### config.mk
export PLATFORM = sky130hd
export DESIGN_NAME = ring_command_commit_link
export DESIGN_NICKNAME = d
export VERILOG_FILES = /design/src/rtl/rcl_pkg.sv /design/src/rtl/rcl_cfg.sv /design/src/rtl/rcl_in_stage.sv /design/src/rtl/rcl_core.sv /design/src/rtl/ring_command_commit_link.sv
export SDC_FILE = /design/constraint.sdc
export NUM_CORES = 1
export LEC_CHECK = 0
export BUFFER_PORTS_ARGS = -buffer_cell sky130_fd_sc_hd__buf_2
export CAP_MARGIN = 20
export CORE_ASPECT_RATIO = 1.25
export CORE_UTILIZATION = 45
export DETAILED_ROUTE_END_ITERATION = 8
export MAX_ROUTING_LAYER = met4
export PLACE_DENSITY = 0.74
export SYNTH_ARGS = -nofsm -noshare
export SYNTH_HDL_FRONTEND = slang
export SYNTH_HIERARCHICAL = 1
export SYNTH_SLANG_ARGS = --single-unit
### constraint.sdc
create_clock -name clk -period 9.1 [get_ports clk]
set_input_delay 2.73 -clock clk [delete_from_list [all_inputs] [get_ports clk]]
set_output_delay 2.73 -clock clk [all_outputs]
set_load 0.01 [all_outputs]
### src/rtl/rcl_pkg.sv
// Package for the ring command commit link.
// Holds item types, config register set, codes and line mask helpers.
// No dependencies.
package rcl_pkg;

    localparam int unsigned MAX_CMD_BYTES = 8;
    localparam int unsigned WORD_W        = 64;
    localparam int unsigned LEN_W         = 4;
    localparam int unsigned CFG_IDX_W     = 3;
    localparam int unsigned TIMEOUT_W     = 16;

    localparam logic [1:0] ACT_TICK  = 2'd0;
    localparam logic [1:0] ACT_RX    = 2'd1;
    localparam logic [1:0] ACT_SEND  = 2'd2;
    localparam logic [1:0] ACT_FETCH = 2'd3;

    localparam logic [CFG_IDX_W-1:0] REG_TIMEOUT_TICKS = 3'd0;
    localparam logic [CFG_IDX_W-1:0] REG_EXEC_WORD     = 3'd1;
    localparam logic [CFG_IDX_W-1:0] REG_EXEC_LEN      = 3'd2;
    localparam logic [CFG_IDX_W-1:0] REG_ABORT_WORD    = 3'd3;
    localparam logic [CFG_IDX_W-1:0] REG_ABORT_LEN     = 3'd4;

    localparam logic [TIMEOUT_W-1:0] TIMEOUT_RESET = 16'd1000;
    localparam logic [LEN_W-1:0]     LEN_RESET     = 4'd1;

    typedef struct packed {
        logic [1:0]        action;
        logic [WORD_W-1:0] cmd_word;
        logic [LEN_W-1:0]  cmd_len;
    } in_item_t;

    typedef struct packed {
        logic              tx_valid;
        logic [WORD_W-1:0] tx_word;
        logic [LEN_W-1:0]  tx_len;
        logic [2:0]        link_state;
        logic              command_ready;
        logic              send_accepted;
        logic              fetch_valid;
        logic [WORD_W-1:0] fetch_word;
        logic [LEN_W-1:0]  fetch_len;
    } out_item_t;

    typedef struct packed {
        logic [TIMEOUT_W-1:0] timeout_ticks;
        logic [WORD_W-1:0]    exec_word;
        logic [LEN_W-1:0]     exec_len;
        logic [WORD_W-1:0]    abort_word;
        logic [LEN_W-1:0]     abort_len;
    } cfg_t;

    function automatic logic [LEN_W-1:0] sat_len(input logic [LEN_W-1:0] n);
        logic [LEN_W-1:0] lim;
        lim = LEN_W'(MAX_CMD_BYTES);
        return (n > lim) ? lim : n;
    endfunction

    function automatic logic [WORD_W-1:0] byte_mask(input logic [LEN_W-1:0] n);
        logic [WORD_W-1:0] m;
        m = '0;
        for (int b = 0; b < WORD_W / 8; b++)
        begin
            if (LEN_W'(b) < n)
            begin
                m[b*8 +: 8] = 8'hFF;
            end
        end
        return m;
    endfunction

endpackage

### src/rtl/rcl_cfg.sv
// Configuration register set of the ring command commit link.
// Depends on rcl_pkg.
module rcl_cfg (
    input  logic                          clk,
    input  logic                          rst_n,
    input  logic                          cfg_we,
    input  logic [rcl_pkg::CFG_IDX_W-1:0] cfg_index,
    input  logic [rcl_pkg::WORD_W-1:0]    cfg_data,
    output rcl_pkg::cfg_t                 cfg
);
    import rcl_pkg::*;

    cfg_t cfg_reg;

    always_ff @(posedge clk or negedge rst_n)
    begin
        if (!rst_n)
        begin
            cfg_reg.timeout_ticks <= TIMEOUT_RESET;
            cfg_reg.exec_word     <= '0;
            cfg_reg.exec_len      <= LEN_RESET;
            cfg_reg.abort_word    <= '0;
            cfg_reg.abort_len     <= LEN_RESET;
        end
        else if (cfg_we)
        begin
            case (cfg_index)
                REG_TIMEOUT_TICKS: cfg_reg.timeout_ticks <= cfg_data[TIMEOUT_W-1:0];
                REG_EXEC_WORD:     cfg_reg.exec_word     <= cfg_data;
                REG_EXEC_LEN:      cfg_reg.exec_len      <= cfg_data[LEN_W-1:0];
                REG_ABORT_WORD:    cfg_reg.abort_word    <= cfg_data;
                REG_ABORT_LEN:     cfg_reg.abort_len     <= cfg_data[LEN_W-1:0];
                default:           cfg_reg <= cfg_reg;
            endcase
        end
    end

    assign cfg = cfg_reg;

endmodule

### src/rtl/rcl_in_stage.sv
// Input register of the ring command commit link.
// Depends on rcl_pkg.
module rcl_in_stage (
    input  logic              clk,
    input  logic              rst_n,
    input  logic              in_valid,
    output logic              in_stall,
    input  rcl_pkg::in_item_t in_item,
    input  logic              take,
    output logic              item_valid,
    output rcl_pkg::in_item_t item
);
    import rcl_pkg::*;

    logic     valid_reg;
    logic     valid_next;
    in_item_t item_reg;
    logic     load;

    assign in_stall = valid_reg && !take;
    assign load     = in_valid && !in_stall;

    always_comb
    begin
        valid_next = valid_reg;
        if (load)
        begin
            valid_next = 1'b1;
        end
        else if (take)
        begin
            valid_next = 1'b0;
        end
    end

    always_ff @(posedge clk or negedge rst_n)
    begin
        if (!rst_n)
        begin
            valid_reg <= 1'b0;
        end
        else
        begin
            valid_reg <= valid_next;
        end
    end

    always_ff @(posedge clk)
    begin
        if (load)
        begin
            item_reg <= in_item;
        end
    end

    assign item_valid = valid_reg;
    assign item       = item_reg;

endmodule

### src/rtl/rcl_core.sv
// Commit state machine and result register of the ring command commit link.
// Depends on rcl_pkg.
module rcl_core #(
    parameter int unsigned TIMER_BITS = 16
) (
    input  logic               clk,
    input  logic               rst_n,
    input  rcl_pkg::cfg_t      cfg,
    input  logic               item_valid,
    input  rcl_pkg::in_item_t  item,
    output logic               take,
    output logic               out_valid,
    input  logic               out_stall,
    output rcl_pkg::out_item_t out_item
);
    import rcl_pkg::*;

    localparam int unsigned CMP_W = (TIMER_BITS > TIMEOUT_W) ? TIMER_BITS : TIMEOUT_W;
    localparam logic [TIMER_BITS-1:0] TMAX = '1;

    typedef enum logic [2:0] {
        PH_WAIT     = 3'd0,
        PH_RECEIVED = 3'd1,
        PH_SENT     = 3'd2,
        PH_SUCCESS  = 3'd3,
        PH_ABORT    = 3'd4
    } phase_t;

    phase_t                phase_reg;
    phase_t                phase_next;
    logic [WORD_W-1:0]     held_word_reg;
    logic [WORD_W-1:0]     held_word_next;
    logic [LEN_W-1:0]      held_len_reg;
    logic [LEN_W-1:0]      held_len_next;
    logic                  ready_reg;
    logic                  ready_next;
    logic [TIMER_BITS-1:0] ticks_reg;
    logic [TIMER_BITS-1:0] ticks_next;
    logic                  out_valid_reg;
    logic                  out_valid_next;
    out_item_t             out_item_reg;
    out_item_t             res;

    logic [LEN_W-1:0]  len;
    logic [WORD_W-1:0] word;
    logic [LEN_W-1:0]  elen;
    logic [WORD_W-1:0] ew;
    logic [LEN_W-1:0]  alen;
    logic [WORD_W-1:0] aw;
    logic              is_abort;
    logic              is_exec;
    logic              is_held;

    assign take = item_valid && (!out_valid_reg || !out_stall);

    assign len  = sat_len(item.cmd_len);
    assign word = item.cmd_word & byte_mask(len);
    assign elen = sat_len(cfg.exec_len);
    assign ew   = cfg.exec_word & byte_mask(elen);
    assign alen = sat_len(cfg.abort_len);
    assign aw   = cfg.abort_word & byte_mask(alen);

    assign is_abort = (len == alen) && (word == aw);
    assign is_exec  = (len == elen) && (word == ew);
    assign is_held  = (len == held_len_reg) && (word == held_word_reg);

    always_comb
    begin
        logic [TIMER_BITS-1:0] ticks_inc;
        logic                  send_tx;
        logic                  send_exec;
        logic                  send_abort;

        phase_next     = phase_reg;
        held_word_next = held_word_reg;
        held_len_next  = held_len_reg;
        ready_next     = ready_reg;
        ticks_next     = ticks_reg;
        res            = '0;
        send_tx        = 1'b0;
        send_exec      = 1'b0;
        send_abort     = 1'b0;
        ticks_inc      = (ticks_reg < TMAX) ? ticks_reg + 1'b1 : ticks_reg;

        case (item.action)
            ACT_TICK:
            begin
                if (phase_reg == PH_SENT)
                begin
                    ticks_next = ticks_inc;
                    if (CMP_W'(ticks_inc) >= CMP_W'(cfg.timeout_ticks))
                    begin
                        phase_next = PH_ABORT;
                        send_abort = 1'b1;
                    end
                end
            end
            ACT_RX:
            begin
                case (phase_reg)
                    PH_WAIT:
                    begin
                        held_word_next = word;
                        held_len_next  = len;
                        send_tx        = 1'b1;
                        phase_next     = PH_RECEIVED;
                        ready_next     = 1'b0;
                        ticks_next     = '0;
                    end
                    PH_RECEIVED:
                    begin
                        if (is_abort)
                        begin
                            send_abort = 1'b1;
                            phase_next = PH_WAIT;
                            ticks_next = '0;
                        end
                        else if (is_exec)
                        begin
                            send_exec  = 1'b1;
                            ready_next = 1'b1;
                            phase_next = PH_WAIT;
                            ticks_next = '0;
                        end
                    end
                    PH_SENT:
                    begin
                        if (is_held)
                        begin
                            phase_next = PH_SUCCESS;
                            send_exec  = 1'b1;
                        end
                        else
                        begin
                            phase_next = PH_ABORT;
                            send_abort = 1'b1;
                        end
                    end
                    PH_SUCCESS:
                    begin
                        if (is_exec)
                        begin
                            ready_next = 1'b1;
                            phase_next = PH_WAIT;
                            ticks_next = '0;
                        end
                    end
                    default:
                    begin
                        if (is_abort)
                        begin
                            phase_next = PH_WAIT;
                            ticks_next = '0;
                        end
                    end
                endcase
            end
            ACT_SEND:
            begin
                if (phase_reg == PH_WAIT && len != '0)
                begin
                    send_tx           = 1'b1;
                    held_word_next    = word;
                    held_len_next     = len;
                    phase_next        = PH_SENT;
                    ready_next        = 1'b0;
                    ticks_next        = '0;
                    res.send_accepted = 1'b1;
                end
            end
            default:
            begin
                if (ready_reg)
                begin
                    res.fetch_valid = 1'b1;
                    res.fetch_word  = held_word_reg;
                    res.fetch_len   = held_len_reg;
                    ready_next      = 1'b0;
                end
            end
        endcase

        if (send_tx && len != '0)
        begin
            res.tx_valid = 1'b1;
            res.tx_word  = word;
            res.tx_len   = len;
        end
        else if (send_exec && elen != '0)
        begin
            res.tx_valid = 1'b1;
            res.tx_word  = ew;
            res.tx_len   = elen;
        end
        else if (send_abort && alen != '0)
        begin
            res.tx_valid = 1'b1;
            res.tx_word  = aw;
            res.tx_len   = alen;
        end

        res.link_state    = phase_next;
        res.command_ready = ready_next;
    end

    always_comb
    begin
        out_valid_next = out_valid_reg;
        if (take)
        begin
            out_valid_next = 1'b1;
        end
        else if (!out_stall)
        begin
            out_valid_next = 1'b0;
        end
    end

    always_ff @(posedge clk or negedge rst_n)
    begin
        if (!rst_n)
        begin
            phase_reg     <= PH_WAIT;
            held_word_reg <= '0;
            held_len_reg  <= '0;
            ready_reg     <= 1'b0;
            ticks_reg     <= '0;
            out_valid_reg <= 1'b0;
        end
        else
        begin
            out_valid_reg <= out_valid_next;
            if (take)
            begin
                phase_reg     <= phase_next;
                held_word_reg <= held_word_next;
                held_len_reg  <= held_len_next;
                ready_reg     <= ready_next;
                ticks_reg     <= ticks_next;
            end
        end
    end

    always_ff @(posedge clk)
    begin
        if (take)
        begin
            out_item_reg <= res;
        end
    end

    assign out_valid = out_valid_reg;
    assign out_item  = out_item_reg;

endmodule

### src/rtl/ring_command_commit_link.sv
// Top level of the ring command commit link.
// Input channel: in_valid / in_stall with in_item (action, cmd_word, cmd_len).
// Output channel: out_valid / out_stall with out_item, one result per item.
// Config port: cfg_we, cfg_index, cfg_data; write while the block is idle.
// An accepted item lands in the input register; the commit state machine
// then evaluates it and loads the result register once that register is
// free (empty or draining); the result then waits there until taken.
// One item per cycle is sustained while out_stall is low:
// the state update is a handful of 64-bit compares in a single cycle.
// While a valid result is stalled the result register holds; an empty input
// register takes one more item, then in_stall rises until the result drains.
// Reset clears both valid flags, puts the link in wait with no held line,
// no ready command and a zero tick count, and loads the register defaults
// (timeout 1000 ticks, execute and abort words zero of length one).
// Depends on rcl_pkg, rcl_cfg, rcl_in_stage and rcl_core.
module ring_command_commit_link #(
    parameter int unsigned TIMER_BITS = 16
) (
    input  logic                          clk,
    input  logic                          rst_n,
    input  logic                          in_valid,
    output logic                          in_stall,
    input  rcl_pkg::in_item_t             in_item,
    output logic                          out_valid,
    input  logic                          out_stall,
    output rcl_pkg::out_item_t            out_item,
    input  logic                          cfg_we,
    input  logic [rcl_pkg::CFG_IDX_W-1:0] cfg_index,
    input  logic [rcl_pkg::WORD_W-1:0]    cfg_data
);
    import rcl_pkg::*;

    cfg_t     cfg;
    logic     item_valid;
    in_item_t item;
    logic     take;

    rcl_cfg u_cfg (
        .clk       (clk),
        .rst_n     (rst_n),
        .cfg_we    (cfg_we),
        .cfg_index (cfg_index),
        .cfg_data  (cfg_data),
        .cfg       (cfg)
    );

    rcl_in_stage u_in_stage (
        .clk        (clk),
        .rst_n      (rst_n),
        .in_valid   (in_valid),
        .in_stall   (in_stall),
        .in_item    (in_item),
        .take       (take),
        .item_valid (item_valid),
        .item       (item)
    );

    rcl_core #(
        .TIMER_BITS (TIMER_BITS)
    ) u_core (
        .clk        (clk),
        .rst_n      (rst_n),
        .cfg        (cfg),
        .item_valid (item_valid),
        .item       (item),
        .take       (take),
        .out_valid  (out_valid),
        .out_stall  (out_stall),
        .out_item   (out_item)
    );

endmodule
==> results.py, run 1 <==
metrics = {
    "run_status": {
        "status": "complete, no violations",
    },
    "clock_network": {
        "clkTransAtPathRegs_ns": 0.06,
        "clock-root-buffer": "sky130_fd_sc_hd__clkbuf_16",
        "tritoncts": "yes",
        "cts-hold-fix-buffers": 0,
        "htree_levels": 2,
        "insertion_delay_ns": 0.60,
        "post_cts_buffers": 0,
        "ctsLongestPathBuffers": 3,
        "cts_sinks": 455,
        "postCtsResizedCells": 0,
        "number_of_buffers_created_by_cts": 47,
    },
    "final_layout": {
        "largest_register_ffs": 152,
        "areaGrowthSynthToFinish_pct": 14.0,
        "layout_common_cells": "sky130_fd_sc_hd__buf_2, sky130_fd_sc_hd__dfrtp_1, sky130_fd_sc_hd__edfxtp_1",
        "post_layout_net_count": 2551,
        "finalNonFillerCells": 3103,
        "layout-drive-gt1-share": 0.245,
        "layout.core_utilization": 0.518,
        "mostFrequentLayoutCell": "sky130_fd_sc_hd__buf_2",
    },
    "sta": {
        "timing.final.crit_period_ns": 6.38,
        "finClkSkew_ns": 0.0245,
        "setup_viol": 0,
        "achievable-frequency_mhz": 157,
        "number_of_hold_violations_in_the_final_report": 0,
        "final_sum_of_negative_setup_slack_ns": 0,
        "worst-slew-pin-transition_ns": 1.16,
        "slew_viol_final": 0,
        "unrepaired_setup_endpoints_after_global_routing": "no",
        "final.period_utilization": 0.701,
        "final.hold.worst_slack_ns": 0.504,
        "max-slew-margin-rel": 0.221,
    },
    "route": {
        "via_per_inst": 6.19,
        "antenna_left": 0,
        "route.detailed.wl_per_inst_um": 25.1,
        "route.layer.met1.wl_um": 30400,
        "highest-signal-layer": "met4",
        "drt-total-wl_um": 77900,
        "vias_after_detailed_routing": 19211,
        "wl_met3_um": 6490,
        "drc_errors": 0,
        "detail_route.first_pass.iterations": 6,
        "route.met2.wl_um": 36900,
        "detailedRoute.firstIterationViolations": 2259,
    },
    "worst_setup_path": {
        "number_of_buffer_and_inverter_instances_along_the_worst_setup_path": 4,
        "worst_setup_path_startpoint": "out_stall",
        "worst_path_dominant_cell_family": "simple AND/OR/NAND/NOR gates",
        "worst_setup_path_end_kind": "primary output",
        "critPathMaxFanout": 7,
        "critical_path.slowest_cell": "sky130_fd_sc_hd__nand2_1",
        "critical_path.startpoint_type": "primary input",
        "worst_path_largest_cell_delay_ns": 0.28,
        "cp_data_required_time_ns": 6.37,
        "worstPathArrival_ns": 3.65,
        "critPathKind": "in2out",
        "crit_path_cell_trace": "buf_2, nand2_1, nand2_1, clkinvlp_4, nand2b_4, inv_1, buf_2",
        "reg2reg_from": "u_in_stage/item[3]",
    },
    "synthesis": {
        "synth_cell_type_count": 87,
        "netlist_area_um2": 23900,
        "synth-seq-area-share": 0.522,
        "synthCells": 2157,
        "synth.yosys.warnings": 6,
        "syn_avg_cell_area_um2": 11.1,
        "synth.ff_latch_count": 455,
        "synthFlopType": "sky130_fd_sc_hd__dfrtp_1",
        "synth-edff-count": 213,
        "synthArstFlopShare": 0.532,
        "synthesis.nets": 2320,
    },
    "die": {
        "initial_core_util": 0.454,
        "die-width_um": 208,
        "ioPinCount": 287,
        "floorplan.die.height_um": 260,
        "die_area_um2": 54000,
        "floorplan.core_area_um2": 52600,
        "fp-row-count": 94,
    },
    "global_routing": {
        "antenna_violations_before_repair": 4,
        "gr-usage-all-layers": 0.293,
        "global_route.overflow_total": 0,
        "grt_pass1_vias": 18363,
        "grt_max_degree": 156,
        "grt_first_pass_wirelength_um": 115000,
    },
    "min_path": {
        "min-delay-start": "u_cfg/cfg[147]",
        "min-delay-path-class": "reg2reg",
    },
    "run": {
        "max-cap-violations": 0,
    },
    "power_and_ir_drop": {
        "total_leakage_power_nw": 11.3,
        "power_density_over_the_cells_nw_per_um2": 246,
        "peakVddDrop_v": 0.000136,
    },
    "place": {
        "hpwl_um": 55700,
        "buffer_ports.inserted": 286,
        "gp_congestion": 0.951,
        "numPlacedInstances": 3010,
    },
}
-- Yosys cell counts, types with 57 or more instances --
library cell,n,area (µm²)
sky130_fd_sc_hd__clkbuf_1,73,274
sky130_fd_sc_hd__o22ai_1,57,357
sky130_fd_sc_hd__and2_1,75,469
sky130_fd_sc_hd__mux2_2,93,1050
sky130_fd_sc_hd__dfrtp_1,234,5860
sky130_fd_sc_hd__xnor2_1,77,674
sky130_fd_sc_hd__mux2_4,60,901
sky130_fd_sc_hd__edfxtp_1,213,6400
sky130_fd_sc_hd__o21ai_0,188,941
sky130_fd_sc_hd__nor2_1,120,450
sky130_fd_sc_hd__inv_1,86,323
sky130_fd_sc_hd__nand2_1,212,796
-- report_power, final --
group / internal (mW) / leakage [nW] / switching [mW]
registers: 2.59 / 5.08 / 0.497
clock network: 1.08 / 0.732 / 0.850
logic: 0.705 / 5.51 / 0.973
-- per-layer routing --
metal / global-route usage / up-vias
li1: - / 8425
met1: 0.365 / 9496
met2: 0.466 / 1069
met3: 0.0448 / 221
met4: 0.147 / 0
met5: - / -
-- final timing paths --
check	to	slack (ns)	depth (start not counted)
max reg2reg	u_core/out_item[121]	3.52	12
min reg2reg	u_cfg/cfg[147]	0.50	1
min	u_cfg/cfg[147]	0.50	1
max	in_stall	2.72	7
max in group asynchronous	u_cfg/cfg[39]	5.54	2
min in group asynchronous	u_core/out_valid	2.12	1
-- stage by stage --
stage / power, mW / setup slack [ns] / cell area [µm²]
after floorplan: 4.08 / 1.01 / 23900
after global placement: 4.68 / 2.70 / 25700
after detailed placement: 4.75 / 2.72 / 25700
after CTS: 6.69 / 2.71 / 27200
after global routing: 6.98 / 2.62 / 27200
final: 6.70 / 2.72 / 27200
-- cells by family (layout without fill, tap and decap cells) --
family | count (synthesis) | count (layout) | synth area share
compound gates | 519 | 519 | 0.144
xor+xnor | 117 | 117 | 0.0429
fa+ha+maj | 21 | 21 | 0.0110
buf+inv | 217 | 487 | 0.0443
flops | 455 | 455 | 0.522
mux | 155 | 155 | 0.0824
other cells | 0 | 4 | 0
simple gates | 673 | 673 | 0.153
-- area by class of cell --
class	count	area [µm²]
well taps	672	841
repair buffers	313	1660
clock inverters	27	223
multi-input cells	1485	10400
inverters	86	327
fillers	4580	25400
clock buffers	61	1280
diodes	4	10.0
flip-flops and latches	455	12500
(Power assumes the default switching activity.)
==> run 2, diff against run 1 <==
--- a/config.mk
+++ b/config.mk
@@ -11,7 +11,7 @@
 export CORE_UTILIZATION = 45
 export DETAILED_ROUTE_END_ITERATION = 8
 export MAX_ROUTING_LAYER = met4
-export PLACE_DENSITY = 0.74
+export PLACE_DENSITY = 0.71
 export SYNTH_ARGS = -nofsm -noshare
 export SYNTH_HDL_FRONTEND = slang
 export SYNTH_HIERARCHICAL = 1
==> constraint.sdc (replaced) <==
create_clock -name clk -period 6.3 [get_ports clk]
set_input_delay 1.89 -clock clk [delete_from_list [all_inputs] [get_ports clk]]
set_output_delay 1.89 -clock clk [all_outputs]
set_load 0.01 [all_outputs]
==> results.py, run 2 (synthesis results as in run 1) <==
metrics = {
    "final_layout": {
        "mostFrequentLayoutCell": "sky130_fd_sc_hd__buf_2",
        "layout_common_cells": "sky130_fd_sc_hd__buf_2, sky130_fd_sc_hd__dfrtp_1, sky130_fd_sc_hd__edfxtp_1",
        "largest_register_ffs": 152,
        "layout.core_utilization": 0.520,
        "areaGrowthSynthToFinish_pct": 14.5,
        "layout-drive-gt1-share": 0.251,
        "finish.instance_area_um2": 27300,
        "finalNonFillerCells": 3109,
        "post_layout_net_count": 2559,
    },
    "clock_network": {
        "clkTransAtPathRegs_ns": 0.06,
        "postCtsResizedCells": 0,
        "post_cts_buffers": 0,
        "cts-hold-fix-buffers": 0,
        "ctsLongestPathBuffers": 3,
        "insertion_delay_ns": 0.59,
        "htree_levels": 2,
        "cts_sinks": 455,
        "clock-root-buffer": "sky130_fd_sc_hd__clkbuf_16",
        "tritoncts": "yes",
        "number_of_buffers_created_by_cts": 47,
    },
    "power_and_ir_drop": {
        "peakVddDrop_v": 0.000202,
        "power.share.combinational": 0.254,
        "seq_power_share": 0.456,
        "power_frac_clock": 0.290,
        "design_power_total_mw": 9.81,
        "power_switching_share": 0.345,
        "netSwitchingPower_mw": 3.39,
        "p_int_mw": 6.42,
        "total_leakage_power_nw": 11.4,
        "power_density_over_the_cells_nw_per_um2": 359,
    },
    "place": {
        "numPlacedInstances": 3018,
        "hpwl_um": 58400,
        "dp_worst_setup_slack_ns": 1.19,
        "gp_congestion": 0.987,
        "buffer_ports.inserted": 286,
        "placedInstanceArea_um2": 25800,
    },
    "sta": {
        "timing.final.crit_period_ns": 5.32,
        "unrepaired_setup_endpoints_after_global_routing": "no",
        "setup_slack_ns": 0.983,
        "final.period_utilization": 0.844,
        "slew_viol_final": 0,
        "max-slew-margin-rel": 0.222,
        "setup_viol": 0,
        "final.hold.worst_slack_ns": 0.501,
        "achievable-frequency_mhz": 188,
        "worst-slew-pin-transition_ns": 1.16,
        "finClkSkew_ns": 0.0175,
        "final_sum_of_negative_setup_slack_ns": 0,
        "number_of_hold_violations_in_the_final_report": 0,
    },
    "route": {
        "via_per_inst": 6.11,
        "detail_route.first_pass.iterations": 8,
        "detailedRoute.firstIterationViolations": 2210,
        "route.detailed.wl_per_inst_um": 26.0,
        "drt-total-wl_um": 80800,
        "antenna_left": 0,
        "vias_after_detailed_routing": 18990,
        "drc_errors": 0,
    },
    "global_routing": {
        "grt_first_pass_wirelength_um": 120000,
        "grt_max_degree": 145,
        "grt_pass1_vias": 18447,
        "gr-usage-all-layers": 0.305,
        "global_route.overflow_total": 0,
        "antenna_violations_before_repair": 3,
    },
    "die": {
        "floorplan.core_area_um2": 52600,
        "die_area_um2": 54000,
        "initial_core_util": 0.454,
        "die-width_um": 208,
        "floorplan.die.height_um": 260,
        "fp-row-count": 94,
        "ioPinCount": 287,
    },
    "worst_setup_path": {
        "reg2reg_from": "u_in_stage/item[0]",
        "worst_setup_path_end_kind": "register",
        "critPathMaxFanout": 17,
        "r2r_cells": 12,
        "r2r_end": "u_core/out_item[120]",
        "worst_setup_path_startpoint": "u_in_stage/item[0]",
        "worst_setup_path_endpoint": "u_core/out_item[120]",
        "worstPathArrival_ns": 5.65,
        "cp_data_required_time_ns": 6.63,
        "r2r_setup_slack_ns": 0.98,
        "critical_path.startpoint_type": "register",
        "critPathKind": "reg2reg",
    },
    "run": {
        "max-cap-violations": 0,
    },
    "run_status": {
        "status": "complete, no violations",
    },
    "min_path": {
        "min-delay-path-class": "reg2reg",
    },
}
-- run 2: changes by cell type in the layout (fill, tap and decap cells not counted), sizes merged --
cell	previous run	this run
bufinv	3	4
inv	92	85
buf	313	321
clkbuf	61	64
diode	4	3
clkinvlp	3	5
-- run 2: critical path: stages, from the launching register on --
cell	delay, ns
sky130_fd_sc_hd__edfxtp_1	0.79
sky130_fd_sc_hd__a211oi_1	0.17
sky130_fd_sc_hd__buf_4	0.22
sky130_fd_sc_hd__or2_2	0.35
sky130_fd_sc_hd__o21ai_0	0.71
sky130_fd_sc_hd__o221ai_1	0.38
sky130_fd_sc_hd__nor4_1	0.58
sky130_fd_sc_hd__nand4_1	0.13
sky130_fd_sc_hd__a21oi_1	0.41
sky130_fd_sc_hd__o21a_2	0.53
sky130_fd_sc_hd__buf_4	0.35
sky130_fd_sc_hd__nor4_2	0.10
sky130_fd_sc_hd__a221o_1	0.33
-- run 2: final cells by class --
class / count / area (µm²)
diodes: 3 / 7.51
fillers: 4632 / 25200
clock buffers: 64 / 1330
multi-input cells: 1485 / 10400
flip-flops and latches: 455 / 12500
inverters: 86 / 327
well taps: 672 / 841
repair buffers: 321 / 1760
clock inverters: 23 / 220
-- run 2: power groups by stage --
stage / Combinational (mW) / Sequential (mW) / Clock (mW)
5_1_grt: 2.68 / 4.55 / 2.99
3_5_place_dp: 2.43 / 4.51 / 0
6_report: 2.49 / 4.48 / 2.84
4_1_cts: 2.45 / 4.46 / 2.89
3_3_place_gp: 2.39 / 4.49 / 0
2_1_floorplan: 1.63 / 4.26 / 0
-- run 2: worst min-delay path by stage --
stage                     to  cells past startpoint     startpoint  slack (ns)
3_3_place_gp   u_cfg/cfg[29]                      1  u_cfg/cfg[29]        0.48
2_1_floorplan  u_cfg/cfg[22]                      1  u_cfg/cfg[22]        0.47
6_report       u_cfg/cfg[24]                      1  u_cfg/cfg[24]        0.50
3_5_place_dp   u_cfg/cfg[29]                      1  u_cfg/cfg[29]        0.49
4_1_cts        u_cfg/cfg[29]                      1  u_cfg/cfg[29]        0.50
5_1_grt        u_cfg/cfg[24]                      1  u_cfg/cfg[24]        0.52
-- run 2: routing by layer --
layer	global-route usage	vias up	wire length (µm)
met3	0.0536	222	6110
met4	0.138	0	4150
met5	-	-	0
met2	0.498	953	38900
met1	0.370	9353	31700
li1	-	8462	-
